## src/hw/rtl/ihds_pkg.sv

```systemverilog
`default_nettype none

package ihds_pkg;

  // Format codes held in the image_format register.
  localparam logic [1:0] FMT_JPEG = 2'd0;
  localparam logic [1:0] FMT_PNG  = 2'd1;
  localparam logic [1:0] FMT_BMP  = 2'd2;
  localparam logic [1:0] FMT_QOI  = 2'd3;

  // JPEG marker bytes.
  localparam logic [7:0] JPG_FILL    = 8'hFF;
  localparam logic [7:0] JPG_SOI     = 8'hD8;
  localparam logic [7:0] JPG_EOI     = 8'hD9;
  localparam logic [7:0] JPG_SOS     = 8'hDA;
  localparam logic [7:0] JPG_TEM     = 8'h01;
  localparam logic [7:0] JPG_RST_LO  = 8'hD0;
  localparam logic [7:0] JPG_SOF_LO  = 8'hC0;
  localparam logic [7:0] JPG_SOF_HI  = 8'hCF;
  localparam logic [7:0] JPG_DHT     = 8'hC4;
  localparam logic [7:0] JPG_JPG     = 8'hC8;
  localparam logic [7:0] JPG_DAC     = 8'hCC;

  // BMP signature bytes.
  localparam logic [7:0] BMP_SIG0 = 8'h42;
  localparam logic [7:0] BMP_SIG1 = 8'h4D;

  typedef enum logic [3:0] {
    PH_IDLE   = 4'd0,
    PH_DONE   = 4'd1,
    PH_HDR    = 4'd2,
    PH_SOI    = 4'd3,
    PH_HUNT   = 4'd4,
    PH_MARK   = 4'd5,
    PH_LENHI  = 4'd6,
    PH_LENLO  = 4'd7,
    PH_FLENHI = 4'd8,
    PH_FLENLO = 4'd9,
    PH_SKIP   = 4'd10,
    PH_FRAME  = 4'd11
  } ihds_phase_t;

  typedef struct packed {
    logic [7:0] file_byte;
    logic       first_of_file;
    logic       last_of_file;
  } ihds_in_t;

  typedef struct packed {
    logic        found;
    logic [30:0] pixel_width;
    logic [30:0] pixel_height;
  } ihds_out_t;

  function automatic logic [7:0] png_sig(input logic [2:0] idx);
    logic [7:0] v;
    case (idx)
      3'd0: v = 8'h89;
      3'd1: v = 8'h50;
      3'd2: v = 8'h4E;
      3'd3: v = 8'h47;
      3'd4: v = 8'h0D;
      3'd5: v = 8'h0A;
      3'd6: v = 8'h1A;
      default: v = 8'h0A;
    endcase
    return v;
  endfunction

  function automatic logic [7:0] qoi_sig(input logic [1:0] idx);
    logic [7:0] v;
    case (idx)
      2'd0: v = 8'h71;
      2'd1: v = 8'h6F;
      2'd2: v = 8'h69;
      default: v = 8'h66;
    endcase
    return v;
  endfunction

endpackage

`default_nettype wire

```

## src/hw/rtl/ihds_in_reg.sv

```systemverilog
`default_nettype none

module ihds_in_reg (
  input  wire logic            clk,
  input  wire logic            rst,
  input  wire logic            in_valid,
  output logic                 in_stall,
  input  wire ihds_pkg::ihds_in_t in_data,
  input  wire logic            take,
  output logic                 item_valid,
  output ihds_pkg::ihds_in_t   item
);
  import ihds_pkg::*;

  logic     valid_q;
  logic     valid_next;
  ihds_in_t data_q;
  logic     load;

  // The held request leaves when the parse stage takes it, freeing the slot.
  assign in_stall   = valid_q && !take;
  assign load       = in_valid && !in_stall;
  assign valid_next = load || (valid_q && !take);

  always_ff @(posedge clk) begin
    if (rst) begin
      valid_q <= 1'b0;
    end else begin
      valid_q <= valid_next;
    end
  end

  always_ff @(posedge clk) begin
    if (load) begin
      data_q <= in_data;
    end
  end

  assign item_valid = valid_q;
  assign item       = data_q;

endmodule

`default_nettype wire

```

## src/hw/rtl/ihds_parser.sv

```systemverilog
`default_nettype none

module ihds_parser (
  input  wire logic               clk,
  input  wire logic               rst,
  input  wire logic [1:0]         image_format,
  input  wire logic               step_en,
  input  wire ihds_pkg::ihds_in_t item,
  output logic                    res_fire,
  output ihds_pkg::ihds_out_t     res_data
);
  import ihds_pkg::*;

  ihds_phase_t phase;
  logic [15:0] byte_count;
  logic [7:0]  len_high;
  logic [31:0] width_shift;
  logic [31:0] height_shift;
  logic        result_given;

  ihds_phase_t phase_next;
  logic [15:0] byte_count_next;
  logic [7:0]  len_high_next;
  logic [31:0] width_shift_next;
  logic [31:0] height_shift_next;
  logic        result_given_next;

  // State as seen after a first-of-file flag restarts the parse.
  ihds_phase_t ph0;
  logic [15:0] bc0;
  logic [7:0]  lh0;
  logic [31:0] ws0;
  logic [31:0] hs0;
  logic        rg0;

  logic [7:0]  b;
  logic        active;
  logic [31:0] ws_shl, hs_shl, ws_shr, hs_shr;
  logic [31:0] fr_ws, fr_hs;
  logic [15:0] seg_len;
  logic [15:0] skip_len;
  logic [15:0] bc_dec;
  logic        fire_parse;
  logic        fire_last;
  logic        dims_ok;
  logic [31:0] dim_w, dim_h;

  function automatic logic [31:0] magnitude(input logic [31:0] v);
    return v[31] ? (~v + 32'd1) : v;
  endfunction

  function automatic logic dim_valid(input logic [31:0] v);
    return (v != 32'd0) && !v[31];
  endfunction

  assign b   = item.file_byte;
  assign ph0 = item.first_of_file ? ((image_format == FMT_JPEG) ? PH_SOI : PH_HDR) : phase;
  assign bc0 = item.first_of_file ? 16'd0 : byte_count;
  assign lh0 = item.first_of_file ? 8'd0 : len_high;
  assign ws0 = item.first_of_file ? 32'd0 : width_shift;
  assign hs0 = item.first_of_file ? 32'd0 : height_shift;
  assign rg0 = item.first_of_file ? 1'b0 : result_given;

  assign active   = (ph0 != PH_IDLE) && (ph0 != PH_DONE);
  assign ws_shl   = {ws0[23:0], b};
  assign hs_shl   = {hs0[23:0], b};
  assign ws_shr   = {b, ws0[31:8]};
  assign hs_shr   = {b, hs0[31:8]};
  assign fr_ws    = {16'd0, ws0[7:0], b};
  assign fr_hs    = {16'd0, hs0[7:0], b};
  assign seg_len  = {lh0, b};
  assign skip_len = seg_len - 16'd2;
  assign bc_dec   = bc0 - 16'd1;

  // Result decision: an early failure, finished dimensions, or a short file.
  always_comb begin
    fire_parse = 1'b0;
    dims_ok    = 1'b0;
    dim_w      = 32'd0;
    dim_h      = 32'd0;
    if (active) begin
      case (ph0)
        PH_HDR: begin
          case (image_format)
            FMT_PNG: begin
              if (bc0 < 16'd8) begin
                fire_parse = (b != png_sig(bc0[2:0]));
              end else if (bc0 == 16'd23) begin
                fire_parse = 1'b1;
                dim_w      = ws0;
                dim_h      = hs_shl;
                dims_ok    = 1'b1;
              end
            end
            FMT_BMP: begin
              if (bc0 == 16'd0) begin
                fire_parse = (b != BMP_SIG0);
              end else if (bc0 == 16'd1) begin
                fire_parse = (b != BMP_SIG1);
              end else if (bc0 == 16'd25) begin
                fire_parse = 1'b1;
                dim_w      = magnitude(ws0);
                dim_h      = magnitude(hs_shr);
                dims_ok    = 1'b1;
              end
            end
            FMT_QOI: begin
              if (bc0 < 16'd4) begin
                fire_parse = (b != qoi_sig(bc0[1:0]));
              end else if (bc0 == 16'd11) begin
                fire_parse = 1'b1;
                dim_w      = ws0;
                dim_h      = hs_shl;
                dims_ok    = 1'b1;
              end
            end
            default: begin
              // Register moved to JPEG in the middle of a fixed header.
              fire_parse = 1'b1;
            end
          endcase
        end
        PH_SOI: begin
          fire_parse = (bc0 == 16'd0) ? (b != JPG_FILL) : (b != JPG_SOI);
        end
        PH_MARK: begin
          fire_parse = (b == JPG_EOI) || (b == JPG_SOS);
        end
        PH_LENLO: begin
          fire_parse = (lh0 == 8'd0) && (b < 8'd2);
        end
        PH_FLENLO: begin
          fire_parse = (lh0 == 8'd0) && (b < 8'd7);
        end
        PH_FRAME: begin
          if (bc0 >= 16'd4) begin
            fire_parse = 1'b1;
            dim_w      = fr_ws;
            dim_h      = hs0;
            dims_ok    = 1'b1;
          end
        end
        default: begin
          fire_parse = 1'b0;
        end
      endcase
    end
    fire_last = item.last_of_file && !fire_parse && (ph0 != PH_IDLE) && !rg0;

    res_fire = fire_parse || fire_last;
    res_data = '0;
    if (fire_parse && dims_ok && dim_valid(dim_w) && dim_valid(dim_h)) begin
      res_data.found        = 1'b1;
      res_data.pixel_width  = dim_w[30:0];
      res_data.pixel_height = dim_h[30:0];
    end
  end

  // Next state of the parse.
  always_comb begin
    phase_next        = ph0;
    byte_count_next   = bc0;
    len_high_next     = lh0;
    width_shift_next  = ws0;
    height_shift_next = hs0;
    result_given_next = rg0;
    if (active) begin
      case (ph0)
        PH_HDR: begin
          byte_count_next = bc0 + 16'd1;
          case (image_format)
            FMT_PNG: begin
              if (bc0 >= 16'd16 && bc0 < 16'd20) begin
                width_shift_next = ws_shl;
              end else if (bc0 >= 16'd20 && bc0 < 16'd24) begin
                height_shift_next = hs_shl;
              end
            end
            FMT_BMP: begin
              if (bc0 >= 16'd18 && bc0 < 16'd22) begin
                width_shift_next = ws_shr;
              end else if (bc0 >= 16'd22 && bc0 < 16'd26) begin
                height_shift_next = hs_shr;
              end
            end
            FMT_QOI: begin
              if (bc0 >= 16'd4 && bc0 < 16'd8) begin
                width_shift_next = ws_shl;
              end else if (bc0 >= 16'd8 && bc0 < 16'd12) begin
                height_shift_next = hs_shl;
              end
            end
            default: begin
              byte_count_next = bc0 + 16'd1;
            end
          endcase
        end
        PH_SOI: begin
          if (bc0 == 16'd0) begin
            byte_count_next = 16'd1;
          end else begin
            phase_next = PH_HUNT;
          end
        end
        PH_HUNT: begin
          if (b == JPG_FILL) begin
            phase_next = PH_MARK;
          end
        end
        PH_MARK: begin
          if (b == JPG_FILL) begin
            phase_next = PH_MARK;
          end else if (b == JPG_TEM || (b >= JPG_RST_LO && b <= JPG_SOI)) begin
            phase_next = PH_HUNT;
          end else if (b >= JPG_SOF_LO && b <= JPG_SOF_HI && b != JPG_DHT &&
                       b != JPG_JPG && b != JPG_DAC) begin
            phase_next = PH_FLENHI;
          end else begin
            phase_next = PH_LENHI;
          end
        end
        PH_LENHI: begin
          len_high_next = b;
          phase_next    = PH_LENLO;
        end
        PH_FLENHI: begin
          len_high_next = b;
          phase_next    = PH_FLENLO;
        end
        PH_LENLO: begin
          byte_count_next = skip_len;
          phase_next      = (skip_len != 16'd0) ? PH_SKIP : PH_HUNT;
        end
        PH_FLENLO: begin
          byte_count_next   = 16'd0;
          width_shift_next  = 32'd0;
          height_shift_next = 32'd0;
          phase_next        = PH_FRAME;
        end
        PH_SKIP: begin
          byte_count_next = bc_dec;
          if (bc_dec == 16'd0) begin
            phase_next = PH_HUNT;
          end
        end
        PH_FRAME: begin
          if (bc0 == 16'd1 || bc0 == 16'd2) begin
            height_shift_next = fr_hs;
          end else if (bc0 >= 16'd3) begin
            width_shift_next = fr_ws;
          end
          byte_count_next = bc0 + 16'd1;
        end
        default: begin
          phase_next = ph0;
        end
      endcase
    end
    if (fire_parse) begin
      phase_next        = PH_DONE;
      result_given_next = 1'b1;
    end
    if (fire_last) begin
      result_given_next = 1'b1;
    end
    if (item.last_of_file) begin
      phase_next = PH_IDLE;
    end
  end

  always_ff @(posedge clk) begin
    if (rst) begin
      phase        <= PH_IDLE;
      byte_count   <= 16'd0;
      len_high     <= 8'd0;
      width_shift  <= 32'd0;
      height_shift <= 32'd0;
      result_given <= 1'b0;
    end else if (step_en) begin
      phase        <= phase_next;
      byte_count   <= byte_count_next;
      len_high     <= len_high_next;
      width_shift  <= width_shift_next;
      height_shift <= height_shift_next;
      result_given <= result_given_next;
    end
  end

endmodule

`default_nettype wire

```

## src/hw/rtl/ihds_out_reg.sv

```systemverilog
`default_nettype none

module ihds_out_reg (
  input  wire logic                clk,
  input  wire logic                rst,
  input  wire logic                load,
  input  wire ihds_pkg::ihds_out_t load_data,
  output logic                     can_load,
  output logic                     out_valid,
  input  wire logic                out_stall,
  output ihds_pkg::ihds_out_t      out_data
);
  import ihds_pkg::*;

  logic      valid_q;
  logic      valid_next;
  ihds_out_t data_q;

  // The register is free when empty or when its request leaves this cycle.
  assign can_load   = !valid_q || !out_stall;
  assign valid_next = (load && can_load) || (valid_q && out_stall);

  always_ff @(posedge clk) begin
    if (rst) begin
      valid_q <= 1'b0;
    end else begin
      valid_q <= valid_next;
    end
  end

  always_ff @(posedge clk) begin
    if (load && can_load) begin
      data_q <= load_data;
    end
  end

  assign out_valid = valid_q;
  assign out_data  = data_q;

endmodule

`default_nettype wire

```

## src/hw/rtl/image_header_dimension_sniffer_core.sv

```systemverilog
// Image header dimension sniffer.
// The input channel (in_valid, in_stall, in_data) carries one byte of an image
// file per request, with first-of-file and last-of-file flags. For each file
// the block sends exactly one request on the output channel (out_valid,
// out_stall, out_data): found with the pixel width and height, or a failure
// with zero dimensions. Bytes after that result are dropped until the next
// first-of-file byte. The format (JPEG, PNG, BMP, QOI) is set through
// cfg_wr_en and cfg_wr_data; the user must write it only while no file is
// in flight, which the block does not enforce. A byte accepted into the
// input register is parsed when it leaves it, and any result it causes is
// loaded into the result register as it leaves. The block takes one byte
// per cycle while no result is stalled, parsing it combinationally between
// the two registers. Reset clears the input and result registers, the parse
// state and the format register (JPEG). When the receiver stalls, the result
// is held; one more byte waits in the input register, after which in_stall
// is raised until the result is taken.
`default_nettype none

module image_header_dimension_sniffer_core (
  input  wire logic                clk,
  input  wire logic                rst,
  input  wire logic                cfg_wr_en,
  input  wire logic [1:0]          cfg_wr_data,
  input  wire logic                in_valid,
  output logic                     in_stall,
  input  wire ihds_pkg::ihds_in_t  in_data,
  output logic                     out_valid,
  input  wire logic                out_stall,
  output ihds_pkg::ihds_out_t      out_data
);
  import ihds_pkg::*;

  logic [1:0] image_format;
  logic       item_valid;
  ihds_in_t   item;
  logic       can_load;
  logic       advance;
  logic       res_fire;
  ihds_out_t  res_data;

  // Format register; software must write it only between files (not enforced).
  always_ff @(posedge clk) begin
    if (rst) begin
      image_format <= FMT_JPEG;
    end else if (cfg_wr_en) begin
      image_format <= cfg_wr_data;
    end
  end

  // A byte is parsed when it is held and the result register can take
  // whatever it produces.
  assign advance = item_valid && can_load;

  ihds_in_reg u_in_reg (
    .clk        (clk),
    .rst        (rst),
    .in_valid   (in_valid),
    .in_stall   (in_stall),
    .in_data    (in_data),
    .take       (advance),
    .item_valid (item_valid),
    .item       (item)
  );

  ihds_parser u_parser (
    .clk          (clk),
    .rst          (rst),
    .image_format (image_format),
    .step_en      (advance),
    .item         (item),
    .res_fire     (res_fire),
    .res_data     (res_data)
  );

  ihds_out_reg u_out_reg (
    .clk       (clk),
    .rst       (rst),
    .load      (advance && res_fire),
    .load_data (res_data),
    .can_load  (can_load),
    .out_valid (out_valid),
    .out_stall (out_stall),
    .out_data  (out_data)
  );

endmodule

`default_nettype wire

```

## config.mk

```make
export PLATFORM = sky130hd
export DESIGN_NAME = image_header_dimension_sniffer_core
export DESIGN_NICKNAME = d
export VERILOG_FILES = /design/src/hw/rtl/ihds_pkg.sv /design/src/hw/rtl/ihds_in_reg.sv /design/src/hw/rtl/ihds_parser.sv /design/src/hw/rtl/ihds_out_reg.sv /design/src/hw/rtl/image_header_dimension_sniffer_core.sv
export SDC_FILE = /design/constraint.sdc
export NUM_CORES = 1
export LEC_CHECK = 0
export ABC_AREA = 1
export BUFFER_PORTS_ARGS = -buffer_cell sky130_fd_sc_hd__buf_2
export CAP_MARGIN = 20
export CORE_MARGIN = 2
export CORE_UTILIZATION = 40
export CTS_BUF_LIST = sky130_fd_sc_hd__clkbuf_4 sky130_fd_sc_hd__clkbuf_8
export CTS_CLUSTER_SIZE = 12
export DETAILED_ROUTE_END_ITERATION = 8
export PLACE_DENSITY_LB_ADDON = 0.12
export RECOVER_POWER = 50
export SYNTH_ARGS = -nofsm -noshare
export SYNTH_HDL_FRONTEND = slang
export SYNTH_SLANG_ARGS = --single-unit
export TNS_END_PERCENT = 20
```

## constraint.sdc

```tcl
create_clock -name clk -period 5.88 [get_ports clk]
set_input_delay 0.294 -clock clk [delete_from_list [all_inputs] [get_ports clk]]
set_output_delay 0.294 -clock clk [all_outputs]
set_load 0.01 [all_outputs]
```

# Word level (Yosys, flattened, before mapping)
# Index checks and enable logic that the tools add are counted.
# word_totals
regBits,170
latchBits,0
ram_bits,0
mem_bits_ro,0
output_inout_bits,65
memories,0
# classes
addsub,5
multipliers,0
n_div,0
magnitude_cmp,20
eq_ne,39
shift,0
muxes,97
n_bitwise,2
reduce_logical,55
# ops
operator,count
$mux 32,35
$pmux 32 s3,6
$pmux 32 s2,2
$mux 8,11
$pmux 16 s5,1
$add 32x1->32 const B,2
$ge 16x5->1 const B,4
$lt 16x5->1 const B,4
$mux 16,4
$not 32->32,2
$reduce_bool 32->1,2
$mux 63,1
$pmux 8 s6,1
$mux 4,11
$ne 8x8->1 const B,5
$eq 16x5->1 const B,2
$logic_not 16->1,2
$lt 16x4->1 const B,2
$pmux 4 s8,1
$logic_and 1x1->1,28
$eq 8x8->1 const B,3
$mux 1,19
$add 16x1->16 const B,1
$eq 16x1->1 const B,1
other kinds (36),68

# Logic depth before layout (Yosys ltp)
# depth
word_depth,20
depth_mapped,27
mapped_depth_nobuf,21

# Modules after synthesis
# Synthesis repeated with hierarchy kept, for this count alone.
# unflattened
hier_cells,2534
area_unflattened_um2,15011.9
# modules_own_cells
module,n_inst,cells_per_inst,area_each_um2
ihds_parser,1,2432,12633.4
ihds_out_reg,1,68,1935.6
ihds_in_reg,1,17,346.6
image_header_dimension_sniffer_core,1,17,96.3

# Worst setup path after synthesis
# OpenSTA, ideal clock, no wires.
# synth_path
kind,register to register
start,"reg u_in_reg.data_q, in the netlist u_in_reg.item[1]"
end,"reg u_out_reg.data_q, in the netlist u_out_reg.out_data[0], enable pin"
setup_ps,417
arrival_ps,4017
slack_ps,1446
stages_incl_launch_ff,20
n_path_buf,2
cell_sequence,edfxtp_1 > buf_6 > clkbuf_1 > nor2_1 > inv_1 > ha_1 > ha_1 > inv_1 > o21ai_0 > nor2_1 > inv_1 > o21ai_0 > xor2_1 > nand3_1 > o21ai_0 > nand2_1 > nand2_1 > nand3_1 > nand2_1 > inv_1
# synth_via
elab_chain_cells,19
elab_cells_between_ends,65
# synth_lines
element,line,source
start: declaration,ihds_in_reg.sv:17,ihds_in_t data_q;
start signal: assignment,ihds_in_reg.sv:35,data_q <= in_data;
$mux 16,ihds_parser.sv:58,assign bc0 = item.first_of_file ? 16'd0 : byte_count;
"$eq 3x3->1, or another cell as far along",ihds_pkg.sv:57,case (idx)
$pmux 8 s6 or $pmux 5 s3 (tied branches),"ihds_pkg.sv:57, ihds_pkg.sv:72",
"$mux 8, on equally long branches","ihds_parser.sv:86, ihds_parser.sv:108",
$mux 8,ihds_parser.sv:84,case (image_format)
$mux 8,ihds_parser.sv:82,case (ph0)
$mux 8,ihds_parser.sv:81,if (active) begin
"$ne 8x8->1, on equally long branches","ihds_parser.sv:87, ihds_parser.sv:109",
"$mux 1, on equally long branches","ihds_parser.sv:86, ihds_parser.sv:108",
$pmux 1 s3,ihds_parser.sv:84,
$pmux 1 s6,ihds_parser.sv:82,
$mux 1,ihds_parser.sv:81,
$logic_not 1->1,ihds_parser.sv:148,fire_last = item.last_of_file && !fire_parse && (ph0 != PH_IDLE) && !rg0;
$logic_and 1x1->1 (3 in a row),ihds_parser.sv:148,
$logic_or 1x1->1 (*),ihds_parser.sv:150,res_fire = fire_parse || fire_last;
$logic_and 1x1->1 (*),image_header_dimension_sniffer_core.sv:78,".load (advance && res_fire),"
$logic_and 1x1->1 (*),ihds_out_reg.sv:32,if (load && can_load) begin
end signal: assignment,ihds_out_reg.sv:33,data_q <= load_data;
end: declaration,ihds_out_reg.sv:17,ihds_out_t data_q;
# Every way passes the cells marked *; elsewhere a longest branch is shown, timed or not. The select of a mux whose other input is x is not followed.
# A chain may end at the register's enable or synchronous reset.

# Worst setup path in the final report
# layout_path
start,"reg u_in_reg.data_q, in the netlist u_in_reg.item[1]"
end,reg u_parser.width_shift[26]
# layout_via
elab_chain_cells,7
elab_cells_between_ends,30
# layout_lines
element,line,source
$mux 16,ihds_parser.sv:58,
"$ge 16x3->1, or another cell as far along",ihds_parser.sv:187,if (bc0 >= 16'd4 && bc0 < 16'd8) begin
"$logic_and 1x1->1, on equally long branches","ihds_parser.sv:187, ihds_parser.sv:173, ihds_parser.sv:180",
"$mux 32, on equally long branches","ihds_parser.sv:187, ihds_parser.sv:173, ihds_parser.sv:180",
$pmux 32 s3,ihds_parser.sv:171,case (image_format)
$pmux 32 s3,ihds_parser.sv:168,case (ph0)
$mux 32 (*),ihds_parser.sv:167,if (active) begin
end signal: assignment,ihds_parser.sv:283,width_shift <= width_shift_next;
end: declaration,ihds_parser.sv:17,logic [31:0] width_shift;
# Every way passes the cells marked *; elsewhere a longest branch is shown, timed or not.

==> results.md <==
- Final Slew Violations: 0
- Total gr overflow: 0
- DR WL/cell: 21.5 um
- Most frequent cells in the layout: nand2_1, nor2_1, a21oi_1
- Max Buffers Root-to-Sink: 2
- Run status: complete, no violations
- DRC: 0
- Io pins: 82
- Placed insts: 3126
- Max_cap viols: 0
- Die footprint: 40700 sq um
- Sequential share of the synthesized area: 26.4%
- Post-Route WL: 68200 um
- Reg-to-Reg Start: u_in_reg.item[1]
- CTS H-tree depth: 4
- Crit path DAT: 5.92 ns
- Crit Reg-Reg Endpoint: u_parser.width_shift[26]
- Switching pwr: 1.26 mW
- Antenna Violating Nets Remaining: 0
- DRT Pass-1 Iters: 8
- Nature of the critical path startpoint: flip-flop
- Design area: 16800 sq um
- Reg-to-reg slack, setup: 0.43 ns
- Cells after Synth: 2639
- Port Buffers: 81
- Final setup viols: 0
- Hold Path Class: primary input to flip-flop
- Worst Hold Slack: 0.0350 ns
- Largest net degree at the start of global routing: 79
- CTS buffer count: 17
- Seq pwr share: 41.7%
- FILL cells: 4345
- Net Count, Synth: 2667
- RSZ-0062 raised after global routing: false
- Count of different cell masters after synthesis: 52
- Vias in the first global route: 17000
- Logic pwr share: 28.7%
- Crit-path max FO: 41
- Worst Tran Pin Value: 1.02 ns
- Register bit total from synthesis: 170
- Setup_tns: 0 ns
- Fmax: 0.184 GHz
- Site Rows: 72
- Initial antenna violation count: 0
- Placer Congestion: 0.970
- P_int: 1.97 mW
- Hpwl dp: 47700 um
- Placed inst area: 16300 sq um
- Final Hold Viols: 0
- FFs w/ async S/R, synth: 0%
- Area of the core: 38600 sq um
- Hold worst-path end: u_parser.phase[1]
- Die X: 202 um
- Share of cells above drive strength 1: 5.12%
- Pwr per Cell Area: 193 nW/um^2
- Synthesis Warnings: 0
- Clk Latency, worst-skew pair: 0.56 ns
- HP Start: rst
- Fin nets: 2670
- Clk sink count: 170
- Antenna fix cells: 0
- Switching power share of the total: 38.9%
- Top_reg_cell synth: dfxtp_1
- Clock share of power: 29.7%
- Leakage power: 7.22 nW
- Height of the die: 202 um
- Detailed Route Iter0 Violations: 2506
- Synthesis-to-layout area growth: 7.32%
- Layout Utilization: 43.4%
- Most common cell after layout, fill and taps aside: nand2_1
- Post-synth EDFFs: 73
- Final period utilization: 92.6%
- Non-filler cells in the finished layout: 3173
- Nature of the critical path endpoint: flip-flop
- All-Layer GR Usage: 32.9%
- Period minus WS final: 5.45 ns
- Crit Path Class: flip-flop to flip-flop
- R2R cell count: 18
- Vias/cell: 5.92
- Maximum VDD drop: 154 uV
- First-pass GRT wire length: 104000 um
- Critical Path RT: 6.35 ns
- Clk slew on worst S/H paths: 0.12 ns
- Post-Syn Area per Cell: 5.93 sq um
- Layout Skew: 0.0297 ns
- Initial core utilization: 40.5%
- Root Driver: clkbuf_8
- Via count: 18800
- Slew margin rel.: 31.5%
- TritonCTS clock tree: yes
- Hold path cells: 2
- Post-Syn Area: 15600 sq um
[critical path, stage by stage, from the launching register on]
cell      delay, ns
edfxtp_1       0.59
buf_4          0.35
nand2_1        0.17
o21ai_0        0.16
inv_1          0.14
nor2_2         0.07
inv_1          0.16
nor2_4         0.09
inv_1          0.62
nand2_1        0.61
nor2_1         0.41
buf_4          0.50
inv_1          0.08
buf_4          0.26
o21ai_1        0.25
inv_1          0.26
o21ai_1        0.37
nand2_1        0.09
a21oi_1        0.16
[power by group through the flow]
stage / logic (mW) / registers [mW] / clock network [mW]
after floorplan: 0.611 / 1.37 / 0
after global placement: 0.901 / 1.37 / 0
after detailed placement: 0.899 / 1.37 / 0
after CTS: 0.908 / 1.34 / 0.984
after global routing: 1.01 / 1.35 / 1.02
final: 0.927 / 1.35 / 0.958
[kinds of logic (layout without fill, tap and decap cells)]
family          Yosys count  count (layout)  synth area share [%]
flops                   170             170                  26.4
compound gates          638             638                  23.2
buf+inv                 436             452                  11.4
fa+ha+maj                11              11                 0.880
simple gates           1353            1353                  36.3
xor+xnor                 31              31                  1.74
[metal layers]
| layer | track usage (%) | share of wire [%] | vias up |
|---|---|---|---|
| met5 | 0 | 0 | - |
| met4 | 13.1 | 3.6 | 0 |
| met3 | 6.24 | 9.9 | 164 |
| met2 | 49.6 | 43 | 1040 |
| met1 | 46.3 | 44 | 8751 |
| li1 | - | - | 8834 |
[cell type report]
type / instances / area, sq um / share of cell area (%)
clock buffers: 18 / 241 / 1.44
inverters: 288 / 1080 / 6.46
multi-input cells: 2033 / 9730 / 58.0
flip-flops and latches: 170 / 4130 / 24.6
well taps: 518 / 648 / 3.86
repair buffers: 132 / 768 / 4.58
clock inverters: 14 / 181 / 1.08
[metrics by stage]
| stage | worst slack (ns) | total power [mW] |
|---|---|---|
| detailed placement | 0.951 | 2.27 |
| CTS | 0.916 | 3.24 |
| floorplan | 1.45 | 1.98 |
| global placement | 1.07 | 2.27 |
| global route | 0.207 | 3.38 |
| finish | 0.434 | 3.23 |
[state kept, by name (all words and copies together) (netlist names)]
signal,count
u_parser.len_high,8
u_parser.height_shift,32
u_in_reg.item,10
u_parser.byte_count,16
u_parser.result_given,1
u_parser.phase,4
u_out_reg.out_data,63
image_format,2
u_out_reg.out_valid,1
u_parser.width_shift,32
u_in_reg.item_valid,1
[what timing repair did]
action                                 4_1_cts  5_1_grt
endpoints found under the hold margin       13        0
hold buffers                                14        0
resized for setup                            0        0
setup buffers                                0        0
[synthesized netlist by cell type (5+ instances only)]
master / count / area share [%]
a211oi_1: 20 / 0.96
a21oi_1: 286 / 9.2
a221oi_1: 7 / 0.39
a22oi_1: 9 / 0.43
a31oi_1: 7 / 0.28
buf_1: 10 / 0.24
buf_2: 31 / 0.99
buf_6: 13 / 0.94
clkbuf_1: 90 / 2.2
dfxtp_1: 97 / 12
edfxtp_1: 73 / 14
ha_1: 11 / 0.88
inv_1: 276 / 6.6
inv_2: 7 / 0.17
nand2_1: 721 / 17
nand2_2: 15 / 0.60
nand3_1: 192 / 6.1
nand3b_1: 6 / 0.29
nand4_1: 49 / 2.0
nor2_1: 302 / 7.2
nor2_2: 13 / 0.52
nor3_1: 39 / 1.2
nor4_1: 5 / 0.20
o2111ai_1: 8 / 0.45
o211ai_1: 34 / 1.6
o21ai_0: 163 / 5.2
o21ai_1: 19 / 0.61
o221ai_1: 25 / 1.4
o22ai_1: 38 / 1.5
xnor2_1: 5 / 0.28
xor2_1: 26 / 1.5
[worst max path at each step]
stage          cells past startpoint              from  slack, ns                        to
2_1_floorplan                     19  u_in_reg.item[1]       1.45     u_out_reg.out_data[0]
3_3_place_gp                      17  u_in_reg.item[1]       1.07    u_out_reg.out_data[13]
3_5_place_dp                      19  u_in_reg.item[1]       0.95    u_out_reg.out_data[13]
4_1_cts                           19  u_in_reg.item[1]       0.92     u_out_reg.out_data[0]
5_1_grt                           18  u_in_reg.item[1]       0.21  u_parser.width_shift[30]
6_report                          18  u_in_reg.item[1]       0.43  u_parser.width_shift[26]
Note: power is estimated with default switching activity, not from simulation.
